File: config.mk
export PLATFORM = sky130hd
export DESIGN_NAME = fbpc_mac
export DESIGN_NICKNAME = d
export VERILOG_FILES = /design/src/fbpc_pkg.sv /design/src/fbpc_mac.sv
export VERILOG_INCLUDE_DIRS = /design/src /design/src/src
export SDC_FILE = /design/constraint.sdc
export NUM_CORES = 2
export LEC_CHECK = 0
export ABC_CLOCK_PERIOD_IN_PS = 9250
export CAP_MARGIN = 25
export CORE_MARGIN = 1.5
export CORE_UTILIZATION = 50
export CTS_CLUSTER_DIAMETER = 40
export DETAILED_ROUTE_END_ITERATION = 6
export DONT_BUFFER_PORTS = 1
export GPL_TIMING_DRIVEN = 0
export PLACE_DENSITY = 0.68
export SYNTH_ARGS = -nofsm -noshare
export SYNTH_HDL_FRONTEND = slang
export SYNTH_SLANG_ARGS = --single-unit
File: constraint.sdc
create_clock -name clk -period 9.25 [get_ports clk]
set_input_delay 1.85 -clock clk [delete_from_list [all_inputs] [get_ports clk]]
set_output_delay 1.85 -clock clk [all_outputs]
set_load 0.01 [all_outputs]
File: src/frustum_box_point_cull_assert.svh
// Assertion macros shared by the frustum cull RTL.
`ifndef FRUSTUM_BOX_POINT_CULL_ASSERT_SVH
`define FRUSTUM_BOX_POINT_CULL_ASSERT_SVH

// Same-cycle implication, checked outside reset.
`define FBPC_ASSERT_NOW(label, ante, cons, msg) \
  label: assert property (@(posedge clk) disable iff (!rst_n) (ante) |-> (cons)) \
    else $error(msg);

// Next-cycle implication, checked outside reset.
`define FBPC_ASSERT_NEXT(label, ante, cons, msg) \
  label: assert property (@(posedge clk) disable iff (!rst_n) (ante) |=> (cons)) \
    else $error(msg);

`endif

File: src/fbpc_pkg.sv
// Shared types and constants of the frustum cull block.
`timescale 1ns / 1ps
`default_nettype none
package fbpc_pkg;

  localparam int FRAC_BITS_DEF = 16;
  localparam int VAL_W  = 32;
  localparam int COMP_W = VAL_W + 1;
  localparam int PROD_W = COMP_W + VAL_W;
  localparam int ACC_W  = PROD_W + 2;

  typedef enum logic [1:0] {
    REQ_LOAD_ROW    = 2'd0,
    REQ_LOAD_CORNER = 2'd1,
    REQ_POINT       = 2'd2,
    REQ_BOX         = 2'd3
  } req_t;

  typedef enum logic [1:0] {
    VERD_VISIBLE = 2'd0,
    VERD_BEHIND  = 2'd1,
    VERD_OUTSIDE = 2'd2,
    VERD_LOADED  = 2'd3
  } verdict_t;

  typedef enum logic [1:0] {
    ST_IDLE = 2'd0,
    ST_DOT  = 2'd1,
    ST_AXIS = 2'd2,
    ST_DONE = 2'd3
  } state_t;

  typedef struct packed {
    logic mul_en;
    logic acc_clr;
    logic acc_en;
  } mac_ctl_t;

endpackage
`default_nettype wire

File: src/fbpc_mac.sv
// Shared multiply-accumulate unit for the plane dot products.
`timescale 1ns / 1ps
`default_nettype none
`include "frustum_box_point_cull_assert.svh"
module fbpc_mac (
  input  wire logic                                      clk,
  input  wire logic                                      rst_n,
  input  wire fbpc_pkg::mac_ctl_t                        ctl,
  input  wire logic signed [fbpc_pkg::COMP_W-1:0]        opa,
  input  wire logic signed [fbpc_pkg::VAL_W-1:0]         opb,
  output logic                                           dot_neg
);

  logic signed [fbpc_pkg::PROD_W-1:0] prod_r;
  logic signed [fbpc_pkg::ACC_W-1:0]  acc_r;
  logic signed [fbpc_pkg::ACC_W-1:0]  sum;

  always_ff @(posedge clk) begin
    if (ctl.mul_en) begin
      prod_r <= opa * opb;
    end
    if (ctl.acc_clr) begin
      acc_r <= '0;
    end else if (ctl.acc_en) begin
      acc_r <= sum;
    end
  end

  // The last product is folded in combinationally to give the sign.
  assign sum     = acc_r + fbpc_pkg::ACC_W'(prod_r);
  assign dot_neg = sum[fbpc_pkg::ACC_W-1];

  `FBPC_ASSERT_NOW(a_ctl_excl, ctl.acc_clr, !ctl.acc_en, "mac clear and accumulate together")

endmodule
`default_nettype wire

* Word level (Yosys, flattened, before mapping)
Index checks and enable logic that the tools add are counted.
** Storage, ports and cells
- Flip-flop bits (word level) :: 132
- Bits in latches :: 0
- RAM bits :: 0
- Memory bits (read-only) :: 0
- Input port bits :: 70
- Logic and storage cells :: 4
- Memories :: 0
** Operators by class
- Add/sub/neg operators :: 1
- Multipliers :: 1
- Divide/modulo/power cells :: 0
- Order comparisons :: 0
- Equal/unequal tests :: 0
- Shifts and indexed selects :: 0
- Multiplexer cells :: 0
- Bitwise gates (word level) :: 0
- Reductions and logical operators :: 0
** Operators with widths (number)
- $add 67x65->67 :: 1
- $mul 33x32->65 :: 1

* Logic depth before layout (Yosys ltp)
- Depth in word-level cells :: 1
- Gate-level depth with buffers :: 29
- Mapped depth without buffers :: 28

* Worst setup path before layout
No wires, ideal clock.
- Path kind :: input port to flip-flop
- From :: input port opa[32] in the netlist's numbering
- To :: register prod_r[62] in the netlist's numbering, data pin
- Data arrival time :: 8950 ps
- Data required time :: 8992 ps
- Slack :: 42 ps
- Stages :: 27
- Cells stage by stage :: clkbuf_1 nand2_1 inv_1 fa_1 fa_1 fa_1 fa_1 inv_1 fa_1 inv_1 fa_1 inv_1 fa_1 fa_1 inv_1 ha_1 a21oi_1 nor2b_1 o21ai_0 nand2b_1 a21o_1 a21o_1 a21o_1 a21oi_1 o21ai_0 a21o_1 xor2_1
** Between the ends
- Word-level cells in the longest chain between the ends :: 1
** RTL lines
- from (decl) :: line fbpc_mac.sv:9 : input wire logic signed [fbpc_pkg::COMP_W-1:0] opa,
- $mul 33x32->65 :: line fbpc_mac.sv:20 : prod_r <= opa * opb;
- to (signal assigned) :: line fbpc_mac.sv:20
- to (decl) :: line fbpc_mac.sv:14 : logic signed [fbpc_pkg::PROD_W-1:0] prod_r;
Every way passes these cells.
A chain may end at the register's enable or synchronous reset.

* Final worst setup path
- From :: input port opb[14] in the netlist's numbering
- To :: register prod_r[61] in the netlist's numbering, data pin
** Between the ends
- Word-level cells in the longest chain between the ends :: 1
** RTL lines
- from (decl) :: line fbpc_mac.sv:10 : input wire logic signed [fbpc_pkg::VAL_W-1:0] opb,
- $mul 33x32->65 :: line fbpc_mac.sv:20
Every way passes these cells.

==> impl_metrics.tcl <==
set metrics [dict create \
    dieArea_um2 92600 \
    start_util_pct 50.4 \
    drt_wl_total_um 159000 \
    fmax_mhz 110 \
    routed_via_density 5.74 \
    first_pass_iters 7 \
    grt_pass1_wl_um 236000 \
    root_buffer "clkbuf_16" \
    coreArea_um2 90000 \
    ios 71 \
    setup_violations 0 \
    hold_class "reg2reg" \
    violations "DRC" \
    max_stage_delay_ns 0.57 \
    async_reset_ff_share_pct 0 \
    core.rowCount 110 \
    h-tree-depth 4 \
    ys.flop_type "dfxtp_1" \
    antenna_found_initial 13 \
    drc 5 \
    cp_common_cell "fa_1" \
    io_buffers 0 \
    path_delay_family "adder cells" \
    synth_edf_count 65 \
    drive_gt1_share_pct 7.61 \
    yosysSeqAreaShare_pct 7.25 \
    die_h_um 304 \
    slew_viol_final 0 \
    clk-insertion-delay-late_ns 0.43 \
    fin_nets 6323 \
    tightestPinTransition_ns 0.862 \
    synth_fp_nets 6277 \
    timing.final.ws_setup_ns 0.130 \
    hold_viol_final 0 \
    cp_num_buf_inv 4 \
    drtIter0Drc 3534 \
    status "complete, but fails checks" \
    worst_ep_required_time_ns 9.41 \
    min_period_ns 9.12 \
    ant_nets 0 \
    area_growth_pct 6.99 \
    gr-usage-all-layers_pct 35.0 \
    vias 35000 \
    grt_max_degree 66 \
    place_congestion 1.01 \
    cts.clk_slew.worst_paths_ns 0.06 \
    cts_tree "yes" \
    cp_slowest_cell "fa_1" \
    r2r_cells 14 \
    grt_pass1_vias 36800 \
    synth.ff_latch_count 132 \
    grt_overflow 0 \
    cts_buffer_depth 2 \
    endpoint_kind "flip-flop" \
    postSynthCellCount 4842 \
    startpoint_type "input port" \
    ys_types 89 \
    skew_ns 0.0124 \
    place_ws_ns -1.83 \
    numCtsBuffers 17 \
    cts_sinks 132 \
    yosysWarnings 0 \
    slew_headroom_pct 42.5 \
    period_share_pct 98.6 \
    avgRoutedWirePerCell_um 26.1 \
    worstPathMaxFanout 10 \
    critPathArrivalTime_ns 9.28 \
    drv_cap 0 \
    die_x_um 304 \
    avgSynthCellArea_um2 9.38 \
    whs_path_depth 2 \
    syn_area_um2 45400 \
    dp_hpwl_um 130000 \
    critPathKind "in2reg" \
    path_depth 25 \
]
-- cell usage after synthesis, types with 7 or more instances --
library cell / count / share of area, %
nor2b_1: 16 / 0.22
inv_1: 1007 / 8.3
a211oi_1: 19 / 0.31
a21boi_0: 8 / 0.13
xor2_1: 35 / 0.68
xnor2_1: 92 / 1.8
clkbuf_1: 231 / 1.9
nand3_1: 40 / 0.44
buf_1: 8 / 0.066
a31oi_1: 14 / 0.19
edfxtp_1: 65 / 4.3
o21bai_1: 19 / 0.31
nor2_1: 141 / 1.2
a21oi_1: 133 / 1.5
mux2i_1: 40 / 0.88
nand4_1: 25 / 0.34
fa_1: 1113 / 49
nor3_1: 18 / 0.20
dfxtp_1: 67 / 3.0
and3_1: 15 / 0.21
o21a_1: 15 / 0.25
o21ai_1: 7 / 0.077
buf_2: 14 / 0.15
ha_1: 252 / 6.9
nand2_1: 593 / 4.9
a21o_1: 83 / 1.4
and2_1: 535 / 7.4
o31ai_1: 11 / 0.18
o21ai_0: 83 / 0.92
nand2b_1: 26 / 0.36
-- placed cells by master, fill, tap and decap left out, types with 6 or more instances in the layout --
| cell type | instances |
|---|---|
| a211o_1 | 6 |
| a211oi_1 | 18 |
| a21boi_0 | 8 |
| a21o_1 | 83 |
| a21oi_1 | 125 |
| a21oi_2 | 10 |
| a31oi_1 | 13 |
| and2_1 | 532 |
| and3_1 | 15 |
| buf_2 | 42 |
| buf_4 | 40 |
| clkbuf_1 | 53 |
| clkbuf_16 | 17 |
| clkbuf_2 | 96 |
| clkbuf_4 | 37 |
| dfxtp_1 | 67 |
| diode_2 | 17 |
| edfxtp_1 | 65 |
| fa_1 | 1094 |
| fa_2 | 19 |
| ha_1 | 237 |
| ha_4 | 11 |
| inv_1 | 999 |
| inv_6 | 6 |
| mux2i_1 | 40 |
| nand2_1 | 591 |
| nand2b_1 | 26 |
| nand3_1 | 36 |
| nand4_1 | 25 |
| nor2_1 | 138 |
| nor2b_1 | 16 |
| nor3_1 | 17 |
| o21a_1 | 15 |
| o21ai_0 | 78 |
| o21ai_1 | 10 |
| o21bai_1 | 19 |
| o31ai_1 | 9 |
| xnor2_1 | 92 |
| xor2_1 | 35 |
-- cell families after synthesis --
kind of cell	Yosys count	share of synthesized area (%)
adders and majority gates	1365	56.0
and+or+nand+nor	1439	15.8
DFF	132	7.25
buffers and inverters	1263	10.5
xor gates and xnor gates	127	2.45
AOI/OAI and AO/OA	475	7.12
muxes	41	0.907
-- state kept, by name, summed over array words and instances, names as in the netlist --
name and count:
prod_r 65, acc_r 67
-- worst reg2reg max path, stage by stage, from the launching register on --
cell and delay [ns]:
dfxtp_1 0.33, ha_1 0.19, inv_1 0.07, fa_1 0.42
nor2b_1 0.22, o31ai_2 0.13, a2111oi_0 0.57, nor3_2 0.18
a21oi_1 0.39, a31oi_2 0.25, o21ai_1 0.35, a221oi_2 0.11
xnor2_1 0.37, a21o_1 0.18, a21oi_1 0.05
-- timing repair --
action | 4_1_cts | 5_1_grt
pin swaps | 8 | 35
resized for setup | 221 | 205
setup endpoints to repair | 25 | 13
hold buffers | 0 | 0
endpoints found under the hold margin | 0 | 0
buffers inserted | 13 | 17
-- through the flow --
step	TNS, ns	instance area, µm²	util (%)	hold slack, ns	cells
after global placement	-36.26	46900	52.1	0.439	6018
after global routing	-0.134	48500	53.9	0.493	6077
after CTS	0	48000	53.4	0.467	6064
after floorplan	0	45400	-	0.429	4842
after detailed placement	-29.65	47000	52.2	0.452	6024
final	0	48600	54.0	0.462	6094
-- final timing paths --
check | start | endpoint | slack (ns)
max | opb[14] | prod_r[61] | 0.13
min | acc_r[62] | acc_r[62] | 0.46
max reg2reg | acc_r[0] | acc_r[66] | 5.30
min reg2reg | acc_r[62] | acc_r[62] | 0.46
-- layout make-up --
class                   count  area [µm²]
fillers                  8315       41400
multi-input cells        3447       37700
inverters                1008        3800
flip-flops and latches    132        3290
well taps                1176        1470
plain buffers             246        1310
clock buffers              17         425
repair buffers             36         345
clock inverters            15         144
diodes                     17        42.5
-- per-layer routing --
| metal | global-route usage, % | routed length, µm |
|---|---|---|
| met5 | 0 | 13 |
| met4 | 19.9 | 11200 |
| met3 | 11.5 | 19900 |
| met2 | 52.1 | 67700 |
| met1 | 45.0 | 60000 |
Power is left out: the tool's default activity adds up to more than one toggle a clock period on the data nets, which glitch-free logic cannot reach.
